==> src/gdbd_pkg.sv <==
// Shared types, constants and calendar helpers for the days-between-dates block.
`timescale 1ns / 1ps

package gdbd_pkg;

   // Field widths
   localparam int YEAR_W  = 12;
   localparam int MONTH_W = 4;
   localparam int DAY_W   = 5;
   localparam int COUNT_W = 20;
   localparam int ERR_W   = 2;
   // Day number of a year up to 4095 stays below 2^21
   localparam int DNUM_W  = 21;

   typedef logic [YEAR_W-1:0]  year_type;
   typedef logic [MONTH_W-1:0] month_type;
   typedef logic [DAY_W-1:0]   day_type;
   typedef logic [COUNT_W-1:0] count_type;
   typedef logic [ERR_W-1:0]   err_type;
   typedef logic [DNUM_W-1:0]  dnum_type;

   // Calendar constants
   localparam year_type  FIRST_YEAR = 12'd1582;
   localparam month_type MONTH_MIN  = 4'd1;
   localparam month_type MONTH_MAX  = 4'd12;
   localparam month_type MONTH_FEB  = 4'd2;
   localparam count_type COUNT_MAX  = 20'hFFFFF;

   // Result codes
   localparam err_type ERR_NONE  = 2'd0;
   localparam err_type ERR_EARLY = 2'd1;
   localparam err_type ERR_ORDER = 2'd2;

   // x/25 for x < 1024: x*1311 >> 15 (error stays below 0.01)
   localparam int DIV25_MUL   = 1311;
   localparam int DIV25_SHIFT = 15;

   // Days before month m of a March-based year, m = 0 is March
   function automatic logic [8:0] days_before(input month_type m);
      logic [8:0] d;
      case (m)
         4'd0:    d = 9'd0;
         4'd1:    d = 9'd31;
         4'd2:    d = 9'd61;
         4'd3:    d = 9'd92;
         4'd4:    d = 9'd122;
         4'd5:    d = 9'd153;
         4'd6:    d = 9'd184;
         4'd7:    d = 9'd214;
         4'd8:    d = 9'd245;
         4'd9:    d = 9'd275;
         4'd10:   d = 9'd306;
         4'd11:   d = 9'd337;
         default: d = 9'd0;
      endcase
      return d;
   endfunction

endpackage

==> src/gdbd_day_num.sv <==
// Closed-form day number of one Gregorian date, counted with March-based years.
`timescale 1ns / 1ps

module gdbd_day_num import gdbd_pkg::*; (
   input  year_type  year,
   input  month_type month,
   input  day_type   day,
   output dnum_type  day_num
);

   month_type   month_c;
   logic        jan_feb;
   year_type    y;
   month_type   m;
   logic [9:0]  q4;
   logic [7:0]  q16;
   logic [20:0] q100_prod;
   logic [18:0] q400_prod;
   logic [5:0]  q100;
   logic [3:0]  q400;
   logic [20:0] y365;

   // Clamp the month into 1..12
   always_comb begin
      if (month < MONTH_MIN) begin
         month_c = MONTH_MIN;
      end else if (month > MONTH_MAX) begin
         month_c = MONTH_MAX;
      end else begin
         month_c = month;
      end
   end

   // January and February close the previous March-based year
   assign jan_feb = (month_c <= MONTH_FEB);
   assign y       = jan_feb ? (year - 12'd1) : year;
   assign m       = jan_feb ? (month_c + 4'd9) : (month_c - 4'd3);

   // Leap-day terms: y/4, y/100 = (y/4)/25, y/400 = (y/16)/25
   assign q4        = y[YEAR_W-1:2];
   assign q16       = y[YEAR_W-1:4];
   assign q100_prod = 21'(q4) * 21'(DIV25_MUL);
   assign q400_prod = 19'(q16) * 19'(DIV25_MUL);
   assign q100      = q100_prod[DIV25_SHIFT +: 6];
   assign q400      = q400_prod[DIV25_SHIFT +: 4];

   assign y365 = 21'(y) * 21'd365;

   assign day_num = y365 + 21'(q4) - 21'(q100) + 21'(q400)
                  + 21'(days_before(m)) + 21'(day);

endmodule

==> src/gregorian_days_between_dates_top.sv <==
// Top level: days between two Gregorian dates, three-stage pipeline.
//
//  channel   ports                               handshake
//  -------   ---------------------------------   ---------------------------------
//  request   req_start_*, req_end_*              word taken when start && !busy
//  response  rsp_day_count, rsp_error_code       one cycle, marked by rsp_valid
//
//  A word is taken every cycle that busy is low; its response passes the input register,
//  the day-number register and the result register, in that order.
//  busy is high only while reset is high; reset clears the stage valid bits.
//  The receiver cannot stall; each response is shown for exactly one cycle.
`timescale 1ns / 1ps

module gregorian_days_between_dates_top import gdbd_pkg::*; (
   input  logic      clock,
   input  logic      reset,
   input  logic      start,
   output logic      busy,
   input  year_type  req_start_year,
   input  month_type req_start_month,
   input  day_type   req_start_day,
   input  year_type  req_end_year,
   input  month_type req_end_month,
   input  day_type   req_end_day,
   output logic      rsp_valid,
   output count_type rsp_day_count,
   output err_type   rsp_error_code
);

   // Stage 1: input register
   logic      s1_valid_ff;
   year_type  s1_sy_ff, s1_ey_ff;
   month_type s1_sm_ff, s1_em_ff;
   day_type   s1_sd_ff, s1_ed_ff;
   logic      accept;

   // Stage 2: day numbers
   logic      s2_valid_ff;
   logic      s2_early_ff;
   dnum_type  s2_a_ff, s2_b_ff;
   dnum_type  a_in, b_in;
   logic      early_in;

   // Stage 3: result register
   logic      rsp_valid_ff;
   count_type rsp_count_ff, rsp_count_in;
   err_type   rsp_err_ff, rsp_err_in;
   dnum_type  diff;

   assign busy   = reset;
   assign accept = start && !busy;

   // Valid bits
   always_ff @(posedge clock) begin
      if (reset) begin
         s1_valid_ff  <= 1'b0;
         s2_valid_ff  <= 1'b0;
         rsp_valid_ff <= 1'b0;
      end else begin
         s1_valid_ff  <= accept;
         s2_valid_ff  <= s1_valid_ff;
         rsp_valid_ff <= s2_valid_ff;
      end
   end

   // Capture the request word
   always_ff @(posedge clock) begin
      if (accept) begin
         s1_sy_ff <= req_start_year;
         s1_sm_ff <= req_start_month;
         s1_sd_ff <= req_start_day;
         s1_ey_ff <= req_end_year;
         s1_em_ff <= req_end_month;
         s1_ed_ff <= req_end_day;
      end
   end

   gdbd_day_num u_start_num (
      .year    (s1_sy_ff),
      .month   (s1_sm_ff),
      .day     (s1_sd_ff),
      .day_num (a_in)
   );

   gdbd_day_num u_end_num (
      .year    (s1_ey_ff),
      .month   (s1_em_ff),
      .day     (s1_ed_ff),
      .day_num (b_in)
   );

   assign early_in = (s1_sy_ff < FIRST_YEAR) || (s1_ey_ff < FIRST_YEAR);

   always_ff @(posedge clock) begin
      s2_a_ff     <= a_in;
      s2_b_ff     <= b_in;
      s2_early_ff <= early_in;
   end

   // Early-year check, difference, order check, saturation
   assign diff = s2_b_ff - s2_a_ff;

   always_comb begin
      rsp_count_in = '0;
      rsp_err_in   = ERR_NONE;
      if (s2_early_ff) begin
         rsp_err_in = ERR_EARLY;
      end else if (s2_a_ff > s2_b_ff) begin
         rsp_err_in = ERR_ORDER;
      end else if (diff[DNUM_W-1]) begin
         rsp_count_in = COUNT_MAX;
      end else begin
         rsp_count_in = diff[COUNT_W-1:0];
      end
   end

   always_ff @(posedge clock) begin
      rsp_count_ff <= rsp_count_in;
      rsp_err_ff   <= rsp_err_in;
   end

   assign rsp_valid      = rsp_valid_ff;
   assign rsp_day_count  = rsp_count_ff;
   assign rsp_error_code = rsp_err_ff;

endmodule

==> config.mk <==
export PLATFORM = sky130hd
export DESIGN_NAME = gregorian_days_between_dates_top
export DESIGN_NICKNAME = d
export VERILOG_FILES = /design/src/gdbd_pkg.sv /design/src/gdbd_day_num.sv /design/src/gregorian_days_between_dates_top.sv
export SDC_FILE = /design/constraint.sdc
export NUM_CORES = 1
export LEC_CHECK = 0
export BUFFER_PORTS_ARGS = -buffer_cell sky130_fd_sc_hd__buf_2
export CAP_MARGIN = 10
export CORE_UTILIZATION = 68
export CTS_BUF_LIST = sky130_fd_sc_hd__clkbuf_16
export DETAILED_ROUTE_END_ITERATION = 8
export GPL_TIMING_DRIVEN = 0
export MAX_ROUTING_LAYER = met4
export PLACE_DENSITY = 0.89
export SYNTH_ARGS = -nofsm -noshare
export SYNTH_HDL_FRONTEND = slang
export SYNTH_HIERARCHICAL = 1
export SYNTH_SLANG_ARGS = --single-unit
==> constraint.sdc <==
create_clock -name clock -period 15.7 [get_ports clock]
set_clock_uncertainty 0.2 [all_clocks]
set_input_delay 0.785 -clock clock [delete_from_list [all_inputs] [get_ports clock]]
set_output_delay 0.785 -clock clock [all_outputs]
set_load 0.02 [all_outputs]
---- Yosys cells after proc, flatten, opt, wreduce, memory -nomap -nowiden ----
Memories as Yosys holds them, arrays and structs flattened.
Index checks and enable logic that the tools add are counted.
storage, ports and cells
  output and inout port bits .............. 24
  word-level logic and storage cells ...... 62
  memories ................................ 2
  latch bits .............................. 0
  RAM bits ................................ 0
  bits in read-only memories .............. 288
  flip-flop bits (word level) ............. 110
  input port bits ......................... 45
operators by class
  $mul .................................... 6
  divide/modulo/power cells ............... 0
  bitwise logic cells ..................... 0
  magnitude comparators ................... 9
  reduce and logical (&&, ||, !) cells .... 4
  $add $sub $neg .......................... 17
  multiplexer cells ....................... 10
  eq/ne operators ......................... 0
  shift operators ......................... 0
memory list
  memory            depth  width  read ports  clocked after memory_dff  wr ports  line            RTL
  (name not given)  16     9      1           0                         0         gdbd_pkg.sv:41  case (m)
  (name not given)  16     9      1           0                         0         gdbd_pkg.sv:41
operators by type and width
  kind                      number
  $add A21 B10 Y21          2
  $add A21 B4 Y21           2
  $add A21 B5 Y21           2
  $add A21 B9 Y21           2
  $mul A10 B11 Y21 const B  2
  $mul A12 B9 Y21 const B   2
  $sub A21 B6 Y21           2
  $mul A8 B11 Y19 const B   2
  $lt A12 B11 Y1 const B    2
  $mux W12                  2
  $mux W4                   6
  $sub A12 B1 Y12 const B   2
  $gt A21 B21 Y1            1
  $sub A21 B21 Y21          1
  $mux W20                  1
  $add A4 B4 Y4 const B     2
  $gt A4 B4 Y1 const B      2
  $le A4 B2 Y1 const B      2
  $lt A4 B1 Y1 const B      2
  $sub A4 B2 Y4 const B     2
  $mux W2                   1
  $reduce_or A2 Y1          1
  $logic_and A1 B1 Y1       1
  $logic_not A1 Y1          1
  $logic_or A1 B1 Y1        1

---- Depth between registers and ports, before layout ----
  word-level depth ........................ 11
  gate-level depth with buffers ........... 42
  gate-level depth less buffers ........... 41

---- Cells and area by module ----
Netlist, hierarchy kept.
by module, submodules not included
  module                            area each (µm²)  sequential area each (µm²)  instances  cells each
  gdbd_day_num (u_end_num)          7,143.1          0.0                         1          794
  gdbd_day_num (u_start_num)        7,083.0          0.0                         1          776
  gregorian_days_between_dates_top  4,106.4          2,622.5                     1          334

---- Least setup slack after synthesis ----
OpenSTA, ideal clock, no wires.
  kind .................................... register to register
  from .................................... register s1_ey_ff[5]
  to ...................................... register s2_b_ff[19]
  arrival ................................. 9.783 ns
  period minus slack after synthesis ...... 10.097 ns
  cell stages (with the launch flop) ...... 38
  setup time .............................. 0.114 ns
  buffers on the path ..................... 0
  slack ................................... 5.603 ns
  required time ........................... 15.386 ns
  path through ............................ edfxtp_1 > or4_1 > nor4_1 > nand2b_1 > xnor2_1 > inv_1 > fa_1 > inv_1 > ha_1 > xnor2_1 > fa_1 > inv_1 > fa_1 > fa_1 > inv_1 > ha_1 > and4_1 > a32oi_1 > [2 not listed] > a221oi_1 > ha_1 > inv_1 > fa_1 > inv_1 > ha_1 > inv_1 > fa_1 > inv_1 > fa_1 > inv_1 > fa_1 > and2b_1 > o2111ai_1 > a31o_2 > a21oi_1 > o41ai_1 > a2111oi_0
on the way
  cells in the longest elaborated chain, start to end .. 8
  elaborated cells on any way between the ends .. 10
  those cells by class .................... add/sub (6); mul (3); mux (1)
ends and longest elaborated chain
  what                    line                                    RTL
  from (decl)             gregorian_days_between_dates_top.sv:32  year_type s1_sy_ff, s1_ey_ff;
  from (signal assigned)  gregorian_days_between_dates_top.sv:72  s1_ey_ff <= req_end_year;
  $sub A12 B1 Y12         gdbd_day_num.sv:36                      assign y = jan_feb ? (year - 12'd1) : year;
  $mux W12 (*)            gdbd_day_num.sv:36
  $mul A12 B9 Y21         gdbd_day_num.sv:47                      assign y365 = 21'(y) * 21'd365;
  $add A21 B10 Y21        gdbd_day_num.sv:49                      assign day_num = y365 + 21'(q4) - 21'(q100) + 21'(q400)
  $sub A21 B6 Y21         gdbd_day_num.sv:49
  $add A21 B4 Y21 (*)     gdbd_day_num.sv:49
  $add A21 B9 Y21 (*)     gdbd_day_num.sv:50                      + 21'(days_before(m)) + 21'(day);
  $add A21 B5 Y21 (*)     gdbd_day_num.sv:50
  named net b_in[19]      gregorian_days_between_dates_top.sv:41  dnum_type a_in, b_in;
  to (signal assigned)    gregorian_days_between_dates_top.sv:96  s2_b_ff <= b_in;
  to (decl)               gregorian_days_between_dates_top.sv:40  dnum_type s2_a_ff, s2_b_ff;
The timed path passes the listed nets; every way through them passes the cells marked *.
A chain may end at the register's enable or synchronous reset.

---- Final worst setup path ----
  from .................................... register s1_sm_ff[0]
  to ...................................... register s2_a_ff[15]
on the way
  cells in the longest elaborated chain, start to end .. 11
  elaborated cells on any way between the ends .. 18
  those cells by class .................... add/sub (7); mul (3); order compare (3); mux (4); memory (1)
ends and longest elaborated chain
  what                    line                                    RTL
  from (decl)             gregorian_days_between_dates_top.sv:33  month_type s1_sm_ff, s1_em_ff;
  from (signal assigned)  gregorian_days_between_dates_top.sv:70  s1_sm_ff <= req_start_month;
  $gt A4 B4 Y1            gdbd_day_num.sv:27                      end else if (month > MONTH_MAX) begin
  $mux W4                 gdbd_day_num.sv:27
  $mux W4 (*)             gdbd_day_num.sv:25                      if (month < MONTH_MIN) begin
  $le A4 B2 Y1            gdbd_day_num.sv:35                      assign jan_feb = (month_c <= MONTH_FEB);
  $mux W12                gdbd_day_num.sv:36
  $mul A12 B9 Y21         gdbd_day_num.sv:47
  $add A21 B10 Y21        gdbd_day_num.sv:49
  $sub A21 B6 Y21         gdbd_day_num.sv:49
  $add A21 B4 Y21         gdbd_day_num.sv:49
  $add A21 B9 Y21 (*)     gdbd_day_num.sv:50
  $add A21 B5 Y21 (*)     gdbd_day_num.sv:50
  named net a_in[15]      gregorian_days_between_dates_top.sv:41
  to (signal assigned)    gregorian_days_between_dates_top.sv:95  s2_a_ff <= a_in;
  to (decl)               gregorian_days_between_dates_top.sv:40
Marked as above.

==> results.ini <==
[outcome]
status=finished with violations
violations=design-rule violations

[floorplan]
coreArea_um2=26300
die-area_um2=27600
num_rows=59
die_w_um=166
chipHeight_um=166
initial_core_util_pct=69.8
io_pins=69

[setup_path]
rr_worst_depth=41
crit_fanout=9
max_stage_delay_ns=0.63
endpoint_kind=register
r2r_start=s1_sm_ff[0]
crit_slowest_cell=xnor2_1
crit_arrival_ns=11.98
required_ns=15.79
critPathKind=reg -> reg
start_kind=register
startpoint=s1_sm_ff[0]
worst_path_most_repeated_cell=inv_1

[drt]
route.met3.wl_um=3040
viasPerCell=5.91
wl_per_cell_um=17.6
wirelength_um=41000
dr.max_layer_used=met4
ant_nets=0
dr_wl_met2_um=19400
routed-via-count=13700
wl_met1_um=17400
drtIter0Drc=1074
dr.pass1.iters=8
drcViolationCount=5

[cells_and_area]
drive_gt1_share_pct=7.13
fin_nets=2638
diodes=0
syn_to_final_growth_pct=6.03

[logic_synthesis]
synth.most_common_cell=inv_1
synth.distinct_cells=88
ys_warn_count=6
syn-instance-count=1904
synth_top_area_share_pct=26.7
ys_seq_area_share_pct=14.3
yosysTopAreaCell=ha_1
synthesis.area_um2=18300
synth-main-ff-cell=dfxtp_1
netlist_top_cells_count=inv_1 (427), ha_1 (391), fa_1 (215), a21oi_1 (113), nand2_1 (75)
synth_area_per_cell_um2=9.63
synth_edf_count=42
syn_nets=2555
async_flop_share_pct=0
synth_area_leaders=ha_1 (27%), fa_1 (23%), inv_1 (8.7%), dfxtp_1 (7.4%), edfxtp_1 (6.9%)
yosys_register_bits=110

[timing]
drv_slew=0
setup_viol_count_final=0
max_freq_ghz=0.0841
finalCritPeriodShare_pct=75.7
slew_headroom_pct=17.8
finalSetupTns_ns=0
rsz0062_at_grt=no
hold_viol=0
post-route-min-period_ns=11.89
tightest_slew_ns=1.23

[grt]
grt_use_total_pct=31.5
grt_pass1_vias=14100
grt_pass1_wl_um=67200
grt.overflow.total=0
grt_max_degree=23
antenna_found_initial=0

[cts]
clkSinkCount=110
clk_pin_slew_ns=0.09
cts_tree=built
cts_buffers=9
htree_num_levels=3
clk_latency_ns=0.37
cts_root_buf=clkbuf_16
cts_max_path_buffers=2
cts_setup_buffers=0
cts_resized=0
ctsHoldBuffers=0

[flow_run]
cap_viol_max_count=0

[worst_hold_path]
holdPathStages=1
worstHoldPathType=reg -> reg
min_from=s1_valid_ff

[placed_design]
dp_hpwl_um=35100
io_buffers=68
gp_congestion=1.01

## routing by layer
layer	track usage, %	vias up
met5	-	-
met4	10.1	0
met3	5.72	106
met2	52.3	574
met1	39.1	6560
li1	-	6508
## cell type report
type | count | area (µm²)
Inverter | 428 | 1610
Buffer | 25 | 141
Multi-Input combinational cell | 1341 | 14000
Timing Repair Buffer | 72 | 390
Clock buffer | 9 | 225
Sequential cell | 110 | 2620
Clock inverter | 7 | 62.6
Tap cell | 335 | 419
Fill cell | 1794 | 6840
## cell usage in the layout, fill, tap and decap left out, drive strengths merged, types with 25 or more instances in the layout
cell,Yosys,routed
nor2,52,52
xor2,47,47
nor3,25,25
dfxtp,68,68
a21oi,114,114
nand3,28,28
o21ai,54,54
nand2,76,76
ha,391,391
inv,428,433
fa,215,215
a21o,28,28
xnor2,60,60
buf,13,85
edfxtp,42,42
## registers in the layout, summed over array words and instances (netlist names)
register and flops:
s2_b_ff 21, s1_em_ff 4, s1_valid_ff 1, rsp_valid 1
s2_valid_ff 1, s2_a_ff 21, s1_sm_ff 4, s1_ed_ff 5
s1_sd_ff 5, s1_ey_ff 12, rsp_error_code 2, s1_sy_ff 12
s2_early_ff 1, rsp_day_count 20
## worst paths after layout
| check | to | slack, ns |
|---|---|---|
| setup reg to reg | s2_a_ff[15] | 3.81 |
| setup / recovery | s2_a_ff[15] | 3.81 |
| hold reg to reg | s2_valid_ff | 0.25 |
| hold / removal | s2_valid_ff | 0.25 |
## per-stage QoR
step / instances / setup WS (ns) / hold WS, ns / util (%) / cell area, µm²
floorplan: 1904 / 5.60 / 0.151 / - / 18300
global placement: 2307 / 4.24 / 0.223 / 72.6 / 19100
detailed placement: 2308 / 4.03 / 0.233 / 72.8 / 19100
CTS: 2324 / 3.95 / 0.255 / 73.9 / 19400
global route: 2327 / 3.09 / 0.273 / 74.0 / 19400
finish: 2327 / 3.81 / 0.251 / 74.0 / 19400
## critical path: cells and delay by family (launching register included)
family	cells	cell delay, ns
compound gates	8	2.42
xor+xnor	4	1.16
fa+ha+maj	12	4.58
buf+inv	9	1.09
flops	1	0.39
simple gates	8	1.96
## cells by family (layout without fill, tap and decap cells)
kind of cell | Yosys count | after routing | share of synthesized area (%)
simple gates | 297 | 297 | 8.73
buf+inv | 453 | 541 | 9.53
xor+xnor | 107 | 107 | 5.15
fa+ha+maj | 606 | 606 | 50.2
mux | 5 | 5 | 0.273
compound gates | 326 | 326 | 11.8
flops | 110 | 110 | 14.3
Power is left out: the tool's default activity adds up to more than one toggle a clock period on the data nets, which glitch-free logic cannot reach.
